`src/rtl/tvdp_pkg.sv`:
```
// Shared constants for the total-variation dual projection step.
// Used by the square-root lanes, the divider lanes and the top level.
`default_nettype none
package tvdp_pkg;
  localparam int VW = 16;
  localparam int FB = 12;
  localparam int STEP_W = 16;
  localparam int NUM_W = VW + STEP_W + 1;
  localparam int A_W = VW + STEP_W;
  localparam int SQ_W = 2 * VW;
  localparam int XW = VW + FB + 1;
  localparam int QW = VW + 1;
  localparam int LAT = VW + QW + 3;
  localparam logic [STEP_W-1:0] STEP_RESET = STEP_W'(8192);
endpackage
`default_nettype wire

```
`src/rtl/tvdp_sqrt_lane.sv`:
```
// Pipelined integer square root, one root bit per stage, with two numerators
// carried alongside. Depends on tvdp_pkg.
`default_nettype none
module tvdp_sqrt_lane (
  input  wire logic                             clk_i,
  input  wire logic                             en_i,
  input  wire logic [tvdp_pkg::SQ_W-1:0]        sq_i,
  input  wire logic signed [tvdp_pkg::NUM_W-1:0] num0_i,
  input  wire logic signed [tvdp_pkg::NUM_W-1:0] num1_i,
  output logic [tvdp_pkg::VW-1:0]               root_o,
  output logic signed [tvdp_pkg::NUM_W-1:0]     num0_o,
  output logic signed [tvdp_pkg::NUM_W-1:0]     num1_o
);
  import tvdp_pkg::*;

  logic [SQ_W-1:0]         sq_s   [VW+1];
  logic [VW+1:0]           rem_s  [VW+1];
  logic [VW-1:0]           root_s [VW+1];
  logic signed [NUM_W-1:0] n0_s   [VW+1];
  logic signed [NUM_W-1:0] n1_s   [VW+1];

  assign sq_s[0]   = sq_i;
  assign rem_s[0]  = '0;
  assign root_s[0] = '0;
  assign n0_s[0]   = num0_i;
  assign n1_s[0]   = num1_i;

  for (genvar i = 0; i < VW; i++) begin : g_stage
    localparam int K = VW - 1 - i;
    logic [VW+3:0] cat;
    logic [VW+3:0] trial;
    logic [VW+1:0] rem_d;
    logic [VW-1:0] root_d;

    always_comb begin
      cat   = {rem_s[i], sq_s[i][2*K+1 -: 2]};
      trial = {2'b00, root_s[i], 2'b01};
      if (cat >= trial) begin
        rem_d  = (VW+2)'(cat - trial);
        root_d = {root_s[i][VW-2:0], 1'b1};
      end else begin
        rem_d  = cat[VW+1:0];
        root_d = {root_s[i][VW-2:0], 1'b0};
      end
    end

    always_ff @(posedge clk_i) begin
      if (en_i) begin
        sq_s[i+1]   <= sq_s[i];
        rem_s[i+1]  <= rem_d;
        root_s[i+1] <= root_d;
        n0_s[i+1]   <= n0_s[i];
        n1_s[i+1]   <= n1_s[i];
      end
    end
  end

  assign root_o = root_s[VW];
  assign num0_o = n0_s[VW];
  assign num1_o = n1_s[VW];
endmodule
`default_nettype wire

```
`config.mk`:
```
export PLATFORM = sky130hd
export DESIGN_NAME = tvdp_sqrt_lane
export DESIGN_NICKNAME = d
export VERILOG_FILES = /design/src/rtl/tvdp_pkg.sv /design/src/rtl/tvdp_sqrt_lane.sv
export SDC_FILE = /design/constraint.sdc
export NUM_CORES = 1
export LEC_CHECK = 0
export BUFFER_PORTS_ARGS = -buffer_cell sky130_fd_sc_hd__clkbuf_2
export CELL_PAD_IN_SITES_DETAIL_PLACEMENT = 0
export CELL_PAD_IN_SITES_GLOBAL_PLACEMENT = 2
export CORE_ASPECT_RATIO = 1.4
export CORE_MARGIN = 2
export CORE_UTILIZATION = 30
export CTS_CLUSTER_DIAMETER = 150
export DETAILED_ROUTE_END_ITERATION = 10
export GPL_TIMING_DRIVEN = 0
export PLACE_DENSITY_LB_ADDON = 0.1
export SETUP_SLACK_MARGIN = 0.2
export SYNTH_ARGS = -nofsm -noshare
export SYNTH_HDL_FRONTEND = slang
export SYNTH_SLANG_ARGS = --single-unit
```
`constraint.sdc`:
```
create_clock -name clk_i -period 5.95 [get_ports clk_i]
set_input_delay 0 -clock clk_i [delete_from_list [all_inputs] [get_ports clk_i]]
set_output_delay 0 -clock clk_i [all_outputs]
set_load 0.02 [all_outputs]
```
==> metrics.txt <==
cell area after layout=72600 um2; number of synthesized register bits=1675; IO buf count=181; Fillers=18.74k; TritonRoute pass-1 iters=5; Int Power=21.18 mW; Sink Count=1675; cell taking the most area after synthesis=edfxtp_1; first-pass GRT wire length=155200 um; Seq pwr share=53.1%; Hold Path Depth=0; antenna violations before repair=6; asr flop ratio synth=0%; syn avg cell area=18.84 um2; Placed Area=65020 um2; Worst Path Required=6370 ps; setup TNS=0 ps; most frequent cells in the layout=edfxtp_1 (1675), dlygate4sd3_1 (198), clkbuf_16 (185), clkbuf_2 (180), inv_1 (179); proportion of power drawn by combinational gates=7.2%; Initial Utilization=30.21%; width of the chip=383.1 um; drt total wl=99110 um; vias in the first global route=28.32k; power share of the clock group=39.6%; CTS Buf Count=182; Root Driver=clkbuf_16; antenna viol nets, final=0; area share of the largest cell type after synthesis=83.33%; CTS tree=built; peak supply drop=0.2533 mV; net switching power=5.919 mW; clock buffer depth=4; Post-Syn Area=60360 um2; nets@finish=4033; YS warnings=0; Worst EP arrival=4360 ps; commonest non-fill, non-tap cell in the layout=edfxtp_1; Sw Share=21.84%; post-CTS setup buffer count=0; WL/cell=15.11 um; Syn Inst Count=3203; worst-path fanout max=108; Cell Rows=194; Final setup viols=0; Syn-to-layout area delta=20.28%; Most used DFF post-synth=edfxtp_1; Worst Skew=85.31 ps; post-DR vias/cell=4.155; unrepaired setup endpoints after global routing=no; Slew @ Worst Pin=949.0 ps; Die Footprint=204800 um2; Lkg Pwr=25.98 nW; EDFF count, synth=1675; routed via count=27.26k; multi-input logic area=8753 um2; register area=50300 um2; Final Cycle Share=66.20%; Max Cap Viol=0; largest net degree at the start of global routing=118; Seq/Total Area, Yosys=83.33%; grt ovf=0; floorplan core area=199800 um2; DRT iter0 DRCs=1364; die height=534.7 um; IO Pins=182; Max Clk Rate=253.9 MHz; RePlAce Congestion=0.7427; Final Hold Fails=0; Worst-Skew Late Latency=820 ps; Worst slew margin=36.25%; Cell variety after synth=74; Critical Path End Type=flop; PD cells=373.2 nW/um2; crit path kind=in2reg; GRT Overall Usage=9.578%; Power, Total=27.09 mW; FF-to-FF path depth=9; Worst setup SP type=input port; Synth area leaders=edfxtp_1 (83%), ha_1 (3.1%), xnor2_1 (1.3%); Synth Net Count=3454; ratio of cells with drive above 1 in the final layout=14.36%; H-tree levels=4; Hold Crit Class=reg2reg; Max Slew Vio Count=0; HPWL after DPL=61400 um; remaining routing DRC violations=0; clk slew on worst S/H paths=60 ps; status=finished clean; Final min period=3939 ps
==> cell usage after synthesis, types with 31 or more instances <==
cell type / n
edfxtp_1: 1675
inv_1: 179
ha_1: 151
a21oi_1: 134
nor2_1: 134
nand2_1: 107
o21ai_0: 95
xnor2_1: 91
xor2_1: 86
buf_4: 66
nor3_1: 47
o21a_1: 32
a21o_1: 31
==> final cells by class <==
| cell class | count | area share, % |
|---|---|---|
| antenna | 2 | 0.006894 |
| buffer | 95 | 0.8531 |
| clock buffer | 223 | 6.573 |
| clock inverter | 92 | 1.120 |
| inverter | 183 | 0.9462 |
| multi-input combinational | 1250 | 12.06 |
| sequential | 1675 | 69.29 |
| tap | 2646 | 4.560 |
| timing repair buffer | 395 | 4.597 |
==> metal layers <==
layer	share of wire [%]	global-route usage [%]	vias up	routed length, um
li1	-	-	13370	-
met1	40	10.72	13200	39950
met2	51	16.92	445	50130
met3	4.7	2.360	243	4689
met4	4.3	4.688	6	4309
met5	0.034	0	-	34
==> registers in the layout, indices dropped and copies added, names as in the netlist <==
signal and cells:
sq_s 210, root_o 16, n1_s 495, g_stage.trial 120, n0_s 495, num1_o 33, g_stage.cat 273, num0_o 33
==> power by group through the flow <==
stage	logic (mW)	clock network, mW	registers (mW)
floorplan	1.20	0	14.5
global placement	1.86	0	15.5
detailed placement	1.90	0	14.7
CTS	2.01	11.3	14.4
global route	2.21	11.7	14.5
finish	1.96	10.7	14.4
==> final timing paths <==
check	start	to	slack [ps]
setup / recovery	en_i	g_stage[9].cat[2]	2010
hold / removal	n1_s[171]	n1_s[138]	370
setup reg to reg	g_stage[14].cat[4]	g_stage[15].cat[14]	2320
hold reg to reg	n1_s[171]	n1_s[138]	370
==> through the flow <==
stage / util, % / instances / hold WS [ps] / setup slack (ps)
CTS: 36.34 / 6559 / 328.5 / 1862
finish: 36.34 / 6561 / 367.9 / 2011
global route: 36.34 / 6561 / 380.3 / 1554
detailed placement: 32.55 / 6046 / 178.6 / 1561
global placement: 32.32 / 6030 / 176.6 / -25640
floorplan: - / 3203 / 98.87 / 3173
==> kinds of logic after synthesis <==
| kind of cell | synth area share, % |
|---|---|
| other | 0.006213 |
| and+or+nand+nor | 4.011 |
| muxes | 0.5245 |
| adders and majority gates | 3.130 |
| AOI/OAI and AO/OA | 4.235 |
| xor gates and xnor gates | 2.595 |
| DFF | 83.33 |
| buffers and inverters | 2.164 |
==> critical path: stages <==
cell           delay [ps]
dlygate4sd3_1         540
clkbuf_8              690
buf_16                410
buf_16                350
buf_16                390
buf_16                400
buf_16                410
buf_16                400
buf_16                350
==> what timing repair did <==
action	4_1_cts	5_1_grt
hold buffers	198	0
resized for setup	0	0
hold endpoints to repair	203	0
(Power assumes the default switching activity.)
