File: config.mk
export PLATFORM = sky130hd
export DESIGN_NAME = tvdp_div_lane
export DESIGN_NICKNAME = d
export VERILOG_FILES = /design/src/rtl/tvdp_pkg.sv /design/src/rtl/tvdp_div_lane.sv
export SDC_FILE = /design/constraint.sdc
export NUM_CORES = 1
export LEC_CHECK = 0
export BUFFER_PORTS_ARGS = -buffer_cell sky130_fd_sc_hd__buf_4
export CELL_PAD_IN_SITES_DETAIL_PLACEMENT = 1
export CELL_PAD_IN_SITES_GLOBAL_PLACEMENT = 1
export CORE_MARGIN = 4
export CORE_UTILIZATION = 49
export DETAILED_ROUTE_END_ITERATION = 8
export PLACE_DENSITY = 0.79
export SLEW_MARGIN = 20
export SYNTH_ARGS = -nofsm -noshare
export SYNTH_HDL_FRONTEND = slang
export SYNTH_SLANG_ARGS = --single-unit
export TNS_END_PERCENT = 5
File: constraint.sdc
create_clock -name clk_i -period 4.6 [get_ports clk_i]
set_input_delay 0.23 -clock clk_i [delete_from_list [all_inputs] [get_ports clk_i]]
set_output_delay 0.23 -clock clk_i [all_outputs]
set_load 0.01 [all_outputs]
File: src/rtl/tvdp_pkg.sv
// Shared constants for the total-variation dual projection step.
// Used by the square-root lanes, the divider lanes and the top level.
`default_nettype none
package tvdp_pkg;
  localparam int VW = 16;
  localparam int FB = 12;
  localparam int STEP_W = 16;
  localparam int NUM_W = VW + STEP_W + 1;
  localparam int A_W = VW + STEP_W;
  localparam int SQ_W = 2 * VW;
  localparam int XW = VW + FB + 1;
  localparam int QW = VW + 1;
  localparam int LAT = VW + QW + 3;
  localparam logic [STEP_W-1:0] STEP_RESET = STEP_W'(8192);
endpackage
`default_nettype wire

File: src/rtl/tvdp_div_lane.sv
// Pipelined restoring divider for one component: clamps the magnitude, divides
// with rounding, then saturates. Depends on tvdp_pkg.
`default_nettype none
module tvdp_div_lane (
  input  wire logic                              clk_i,
  input  wire logic                              en_i,
  input  wire logic signed [tvdp_pkg::NUM_W-1:0] num_i,
  input  wire logic [tvdp_pkg::VW-1:0]           mag_i,
  output logic [tvdp_pkg::VW-1:0]                res_o,
  output logic                                   sat_o
);
  import tvdp_pkg::*;

  logic              neg_c;
  logic [A_W-1:0]    a_c;
  logic [VW-1:0]     m_c;
  logic [A_W+FB+1:0] d_c;

  always_comb begin
    neg_c = num_i[NUM_W-1];
    a_c   = neg_c ? A_W'(-num_i) : A_W'(num_i);
    m_c   = (mag_i < VW'(1 << FB)) ? VW'(1 << FB) : mag_i;
    d_c   = (A_W+FB+2)'({a_c, {(FB+1){1'b0}}}) + (A_W+FB+2)'({m_c, {STEP_W{1'b0}}});
  end

  logic [XW-1:0] x_s   [QW+1];
  logic [VW-1:0] m_s   [QW+1];
  logic [VW-1:0] r_s   [QW+1];
  logic [QW-1:0] q_s   [QW+1];
  logic          neg_s [QW+1];

  always_ff @(posedge clk_i) begin
    if (en_i) begin
      x_s[0]   <= d_c[A_W+FB+1 -: XW];
      m_s[0]   <= m_c;
      neg_s[0] <= neg_c;
    end
  end

  assign r_s[0] = VW'(x_s[0][XW-1:QW]);
  assign q_s[0] = '0;

  for (genvar j = 0; j < QW; j++) begin : g_stage
    logic [VW:0]   t;
    logic [VW-1:0] r_d;
    logic          qb;

    always_comb begin
      t  = {r_s[j], x_s[j][QW-1-j]};
      qb = (t >= {1'b0, m_s[j]});
      r_d = qb ? VW'(t - {1'b0, m_s[j]}) : t[VW-1:0];
    end

    always_ff @(posedge clk_i) begin
      if (en_i) begin
        x_s[j+1]   <= x_s[j];
        m_s[j+1]   <= m_s[j];
        r_s[j+1]   <= r_d;
        q_s[j+1]   <= {q_s[j][QW-2:0], qb};
        neg_s[j+1] <= neg_s[j];
      end
    end
  end

  logic [QW-1:0] q;
  assign q = q_s[QW];

  always_comb begin
    if (!neg_s[QW]) begin
      sat_o = (q[QW-1:VW-1] != '0);
      res_o = sat_o ? {1'b0, {(VW-1){1'b1}}} : q[VW-1:0];
    end else begin
      sat_o = (q > QW'(1 << (VW-1)));
      res_o = sat_o ? {1'b1, {(VW-1){1'b0}}} : VW'(-q);
    end
  end
endmodule
`default_nettype wire

==> results of run 1 <==
==> state kept, by name, summed over array words and instances, names as in the netlist <==
register and count:
neg_s 18, x_s 165, q_s 136, q 17, m_s 272, g_stage.t 256
==> critical path, cell delays in order, from the launching register on <==
cell,delay [ps]
edfxtp_1,430
inv_1,90
ha_1,210
nor3b_1,290
nand4_1,220
or4b_1,560
or2_1,230
a21o_1,330
inv_2,180
nand2_1,270
o311ai_1,510
buf_4,230
==> power groups by stage <==
stage,sequential [mW],clock (mW),combinational (mW)
after floorplan,11.5,0,8.33
after global placement,11.9,0,10.7
final,11.9,7.18,11.5
after detailed placement,12.0,0,11.2
after CTS,11.9,7.34,11.5
after global routing,12.0,7.70,12.7
==> layer usage <==
metal	global-route usage	wire [um]
met4	0.0625	2720
met5	0	0
met3	0.0279	3110
met1	0.259	42000
met2	0.434	58000
==> logic make-up (layout without fill, tap and decap cells) <==
kind of cell	after synthesis	in the layout	synth area share
muxes	162	162	0.0406
xor gates and xnor gates	206	206	0.0414
DFF	864	864	0.589
and+or+nand+nor	800	800	0.0917
buffers and inverters	425	664	0.0366
adders and majority gates	302	302	0.0887
AOI/OAI and AO/OA	745	745	0.112
==> path summary, 6_finish.rpt <==
check                           slack, ps  startpoint               end  cells after the start
worst max-delay path                  150        q[1]          res_o[6]                     11
worst min-delay path                   30   num_i[27]        x_s[0][24]                      3
worst max register to register        730   m_s[4][1]  g_stage[5].t[11]                     11
worst min register to register        410   x_s[6][5]         x_s[7][5]                      0
==> cell type report <==
type                    count  share of cell area
flip-flops and latches    864               0.527
well taps                1165              0.0296
clock inverters            53              0.0103
repair buffers            125              0.0216
clock buffers             111              0.0482
multi-input cells        2215               0.335
inverters                 375              0.0286
==> through the flow <==
stage          power (mW)  worst slack (ps)  instances  setup TNS, ps  hold WS (ps)
2_1_floorplan        19.8               713       3504              0           329
3_3_place_gp         22.6               431       4731              0           400
3_5_place_dp         23.1               377       4731              0           405
4_1_cts              30.7              55.6       4908              0         0.141
5_1_grt              32.4             -82.8       4908           -358          7.31
6_report             30.5               147       4908              0          34.8
==> timing repair <==
action | 4_1_cts | 5_1_grt
setup buffers | 0 | 0
endpoints found under the hold margin | 12 | 0
gates resized for setup | 0 | 6
hold buffers | 13 | 0
endpoints found under the setup margin | 0 | 8
==> synth_stat cells, types with 7 or more instances <==
cell type	number	area (um2)
edfxtp_1	864	25900
inv_1	374	1400
ha_1	285	3570
a21oi_1	212	1060
nor2_1	204	766
nand2_1	164	616
xnor2_1	144	1260
mux2_2	135	1520
o21ai_0	131	656
a21o_1	71	533
nor2b_1	63	394
xor2_1	61	534
nor3_1	59	295
nand2b_1	55	344
nand3_1	55	275
o21a_1	54	405
nand4_1	41	257
or3_1	39	244
a211oi_1	37	278
clkbuf_1	35	131
a31oi_1	34	213
and3_1	33	206
o31ai_1	30	225
mux2i_1	27	270
a21boi_0	26	195
or2_2	21	131
fa_1	17	340
o21bai_1	16	120
nor4_1	15	93.8
buf_2	13	65.1
o2111ai_1	13	114
o41ai_1	12	105
and2_1	11	68.8
o311ai_0	11	96.3
a31o_2	10	87.6
o31a_1	10	87.6
o211a_1	9	90.1
o211ai_1	9	67.6
a2111oi_0	7	61.3
nor3b_1	7	52.6
==> metrics.cfg, run 1 <==
[global_route]
grt_overflow=0
grt_max_degree=145
antenna_found_initial=0
grt_pass1_vias=30300
track_usage=0.224
grt_first_pass_wirelength_mm=168

[sta]
min_period_ps=4450
slew_violations=0
slew_headroom=0.319
max_slew.worst_pin.slew_ps=1020
fin_skew_ps=20.5
post-route-period-util=0.968
setup_viol=0
fmax_mhz=225
hold_viol_final=0
rsz0062_at_grt=true

[cells_and_area]
final_area_um2=49300
multi_input_area_um2=16500
layout-drive-gt1-share=0.116
area_delta_synth_final_pct=11.8
antenna_cells=0
fillers=8910
finalNetCount=4026
register_area_um2=25900
final_common_cell=edfxtp_1
final_cell_mix=864 x edfxtp_1, 374 x inv_1, 285 x ha_1
post-route-util=0.555

[yosys]
synth_area_per_cell_um2=12.6
synth_seq_cells=864
synth_cells=3504
netlist_area_um2=44000
synth_top_flop_cell=edfxtp_1
yosysSeqAreaShare=0.589
synthArstFlopShare=0
ys_types=85
yosys_warnings=0
synth_nets=3857
synth_edf_count=864

[clock_tree]
cts_inserted_buffers=92
clk_pin_slew_ps=60
clock-root-buffer=clkbuf_16
htreeDepth=3
clockBufferDepth=3
cts.sinks=864
clkLatencyLatePin_ps=660
cts_tree=built

[critical_path]
crit_path_end_kind=primary output
crit_required_ps=4370
arrival_ps=4220
worstSetupStartpointType=register
crit_type=reg -> out
cp_max_fo=14

[flow_run]
drv_cap=0

[drt]
wl_mm=106
drc=0
wl_per_cell_um=21.6
drt_pass1_iterations=6
via_per_inst=5.72
drtIter0Drc=1738
vias=28100
postRouteAntennaNets=0

[min_path]
hp-class=in -> reg

[pwr]
p_comb_frac=0.376
clockPowerShare=0.235
p_switching_mw=10.5
power_density_nw_per_um2=619
internal_power_mw=20.0
seq_power_share=0.389
p_leak_nw=19.5
switching_share=0.345
irDropWorstVdd_uv=350

[floorplan]
die_area_um2=94800
rows=109
core_region_area_um2=88800
initial_core_util=0.496
die_height_um=308
ios=68
die_x_um=308

[outcome]
status=finished, final reports clean

[placement]
placed_area_um2=46200
gp_congestion=0.820
port_buffers=67
dpl.hpwl_mm=73.8

Note: power is estimated with default switching activity, not from simulation.
==> run 2, diff against run 1 <==
- CTS_BUF_LIST: not set -> sky130_fd_sc_hd__clkbuf_4 sky130_fd_sc_hd__clkbuf_8
==> run 2 against run 1 <==
Effect of this change: critical path depth increased by 5; count of clock-buffer cells in the layout up 82; routed wire length grew 1.9%; worst setup slack better by 62 ps; sequential share of layout area down 0.28 points; global-route usage increased by 0.55 points; maximum frequency grew 1.4%; worst hold slack better by 58 ps; sequential power about the same; final cell count rose by 2.3%.
==> metrics.cfg, run 2 (synthesis results as in run 1) <==
[min_path]
hp-class=in -> reg
hold_path_depth=4
hold_start=num_i[3]
min_to=x_s[0][0]

[sta]
slew_violations=0
min_period_ps=4390
slew_headroom=0.307
fmax_mhz=228
whs_ps=92.6
post-route-period-util=0.955
hold_viol_final=0
setup_viol=0
fin_skew_ps=47.7
fin_tns_setup_ps=0
max_slew.worst_pin.slew_ps=1040

[clock_tree]
clockBufferDepth=3
clk_pin_slew_ps=60
cts_setup_buffers=0
cts.sinks=864
clock-root-buffer=clkbuf_8
cts_inserted_buffers=145
htreeDepth=4
clkLatencyLatePin_ps=810
cts_tree=built

[drt]
met3WireLength_mm=3.87
wl_per_cell_um=21.5
route.met2.wl_mm=57.7
drc=0
vias=28600
postRouteAntennaNets=0
wl_mm=108
top_layer=met4
drtIter0Drc=1721
wl_met1_mm=42.0
drt_pass1_iterations=5
via_per_inst=5.69

[placement]
gp_congestion=0.820
dpl.hpwl_mm=73.8
port_buffers=67

[floorplan]
die_height_um=308
core_region_area_um2=88800
die_x_um=308
initial_core_util=0.496
rows=109
ios=68
die_area_um2=94800

[cells_and_area]
post-route-util=0.558
finalNetCount=4104
layout-drive-gt1-share=0.138
final_common_cell=edfxtp_1
multi_input_area_um2=16600
final_cell_mix=864 x edfxtp_1, 374 x inv_1, 285 x ha_1
fillers=8981
area_delta_synth_final_pct=12.4
largest_reg_flops=272
regMostFlops=m_s
register_area_um2=25900

[critical_path]
r2r-end=g_stage[13].t[5]
crit_required_ps=5120
cp_max_fo=13
arrival_ps=4910
crit_path_end_kind=register
worstSetupStartpointType=input pin
regToRegSetupSlack_ps=810
reg2reg_from=m_s[12][1]
crit_type=in -> reg
reg2reg_depth=11

[global_route]
grt_overflow=0
grt_max_degree=145
grt_pass1_vias=31200
antenna_found_initial=1
grt_first_pass_wirelength_mm=171
track_usage=0.230

[outcome]
status=finished, final reports clean

[flow_run]
drv_cap=0

[pwr]
power_mw=30.3
power_density_nw_per_um2=611
p_leak_nw=19.7
irDropWorstVdd_uv=266

run 2: how the worst max path moves through the flow:
stage | startpoint | to | slack (ps) | cells past startpoint
6_report | mag_i[15] | x_s[0][25] | 210 | 16
5_1_grt | q[0] | res_o[4] | -4 | 11
4_1_cts | q[0] | res_o[2] | -2 | 12
3_5_place_dp | num_i[3] | x_s[0][25] | 380 | 14
3_3_place_gp | num_i[3] | x_s[0][25] | 430 | 14
2_1_floorplan | num_i[3] | x_s[0][25] | 710 | 15
run 2: stage by stage:
step / instances / worst slack [ps] / instance area, um2
after floorplan: 3504 / 713 / 44000
after global placement: 4731 / 431 / 46200
after detailed placement: 4731 / 377 / 46200
after CTS: 5018 / -1.84 / 49500
after global routing: 5019 / -4.47 / 49500
final: 5019 / 209 / 49500
run 2: critical path, stage by stage:
cell	delay (ps)
dlygate4sd3_1	570
buf_4	170
nor4_1	290
buf_4	250
nand2b_1	220
nor2_1	90
fa_1	430
a21o_1	250
a221oi_2	370
o31ai_1	210
a21o_1	280
and2_4	190
o2111ai_1	180
dlygate4sd3_1	570
nand3_1	60
dlygate4sd3_1	550
run 2: power breakdown:
| group | total, mW | switching, mW | leakage, nW | internal, mW |
|---|---|---|---|---|
| Clock | 6.91 | 3.16 | 1.49 | 3.74 |
| Combinational | 11.5 | 6.47 | 9.80 | 5.03 |
| Sequential | 11.9 | 0.908 | 8.43 | 10.9 |
run 2: final cells by class:
class                      instances  share of cell area
clock buffer                     193              0.0478
tap                             1165              0.0294
multi-input combinational       2215               0.334
inverter                         375              0.0284
antenna                            1           0.0000505
sequential                       864               0.524
clock inverter                    56             0.00952
timing repair buffer             150              0.0266
run 2: routing by layer:
metal / track usage / up-vias
li1: - / 13500
met1: 0.258 / 14300
met2: 0.430 / 548
met3: 0.0389 / 271
met4: 0.0969 / 0
met5: 0 / -
run 2: repair_timing:
action                                  4_1_cts  5_1_grt
resized for setup                             3       13
endpoints found under the setup margin        3        9
hold buffers                                 38        0
pin swaps                                     0        0
hold endpoints to repair                    110        0
gates cloned                                  0        0
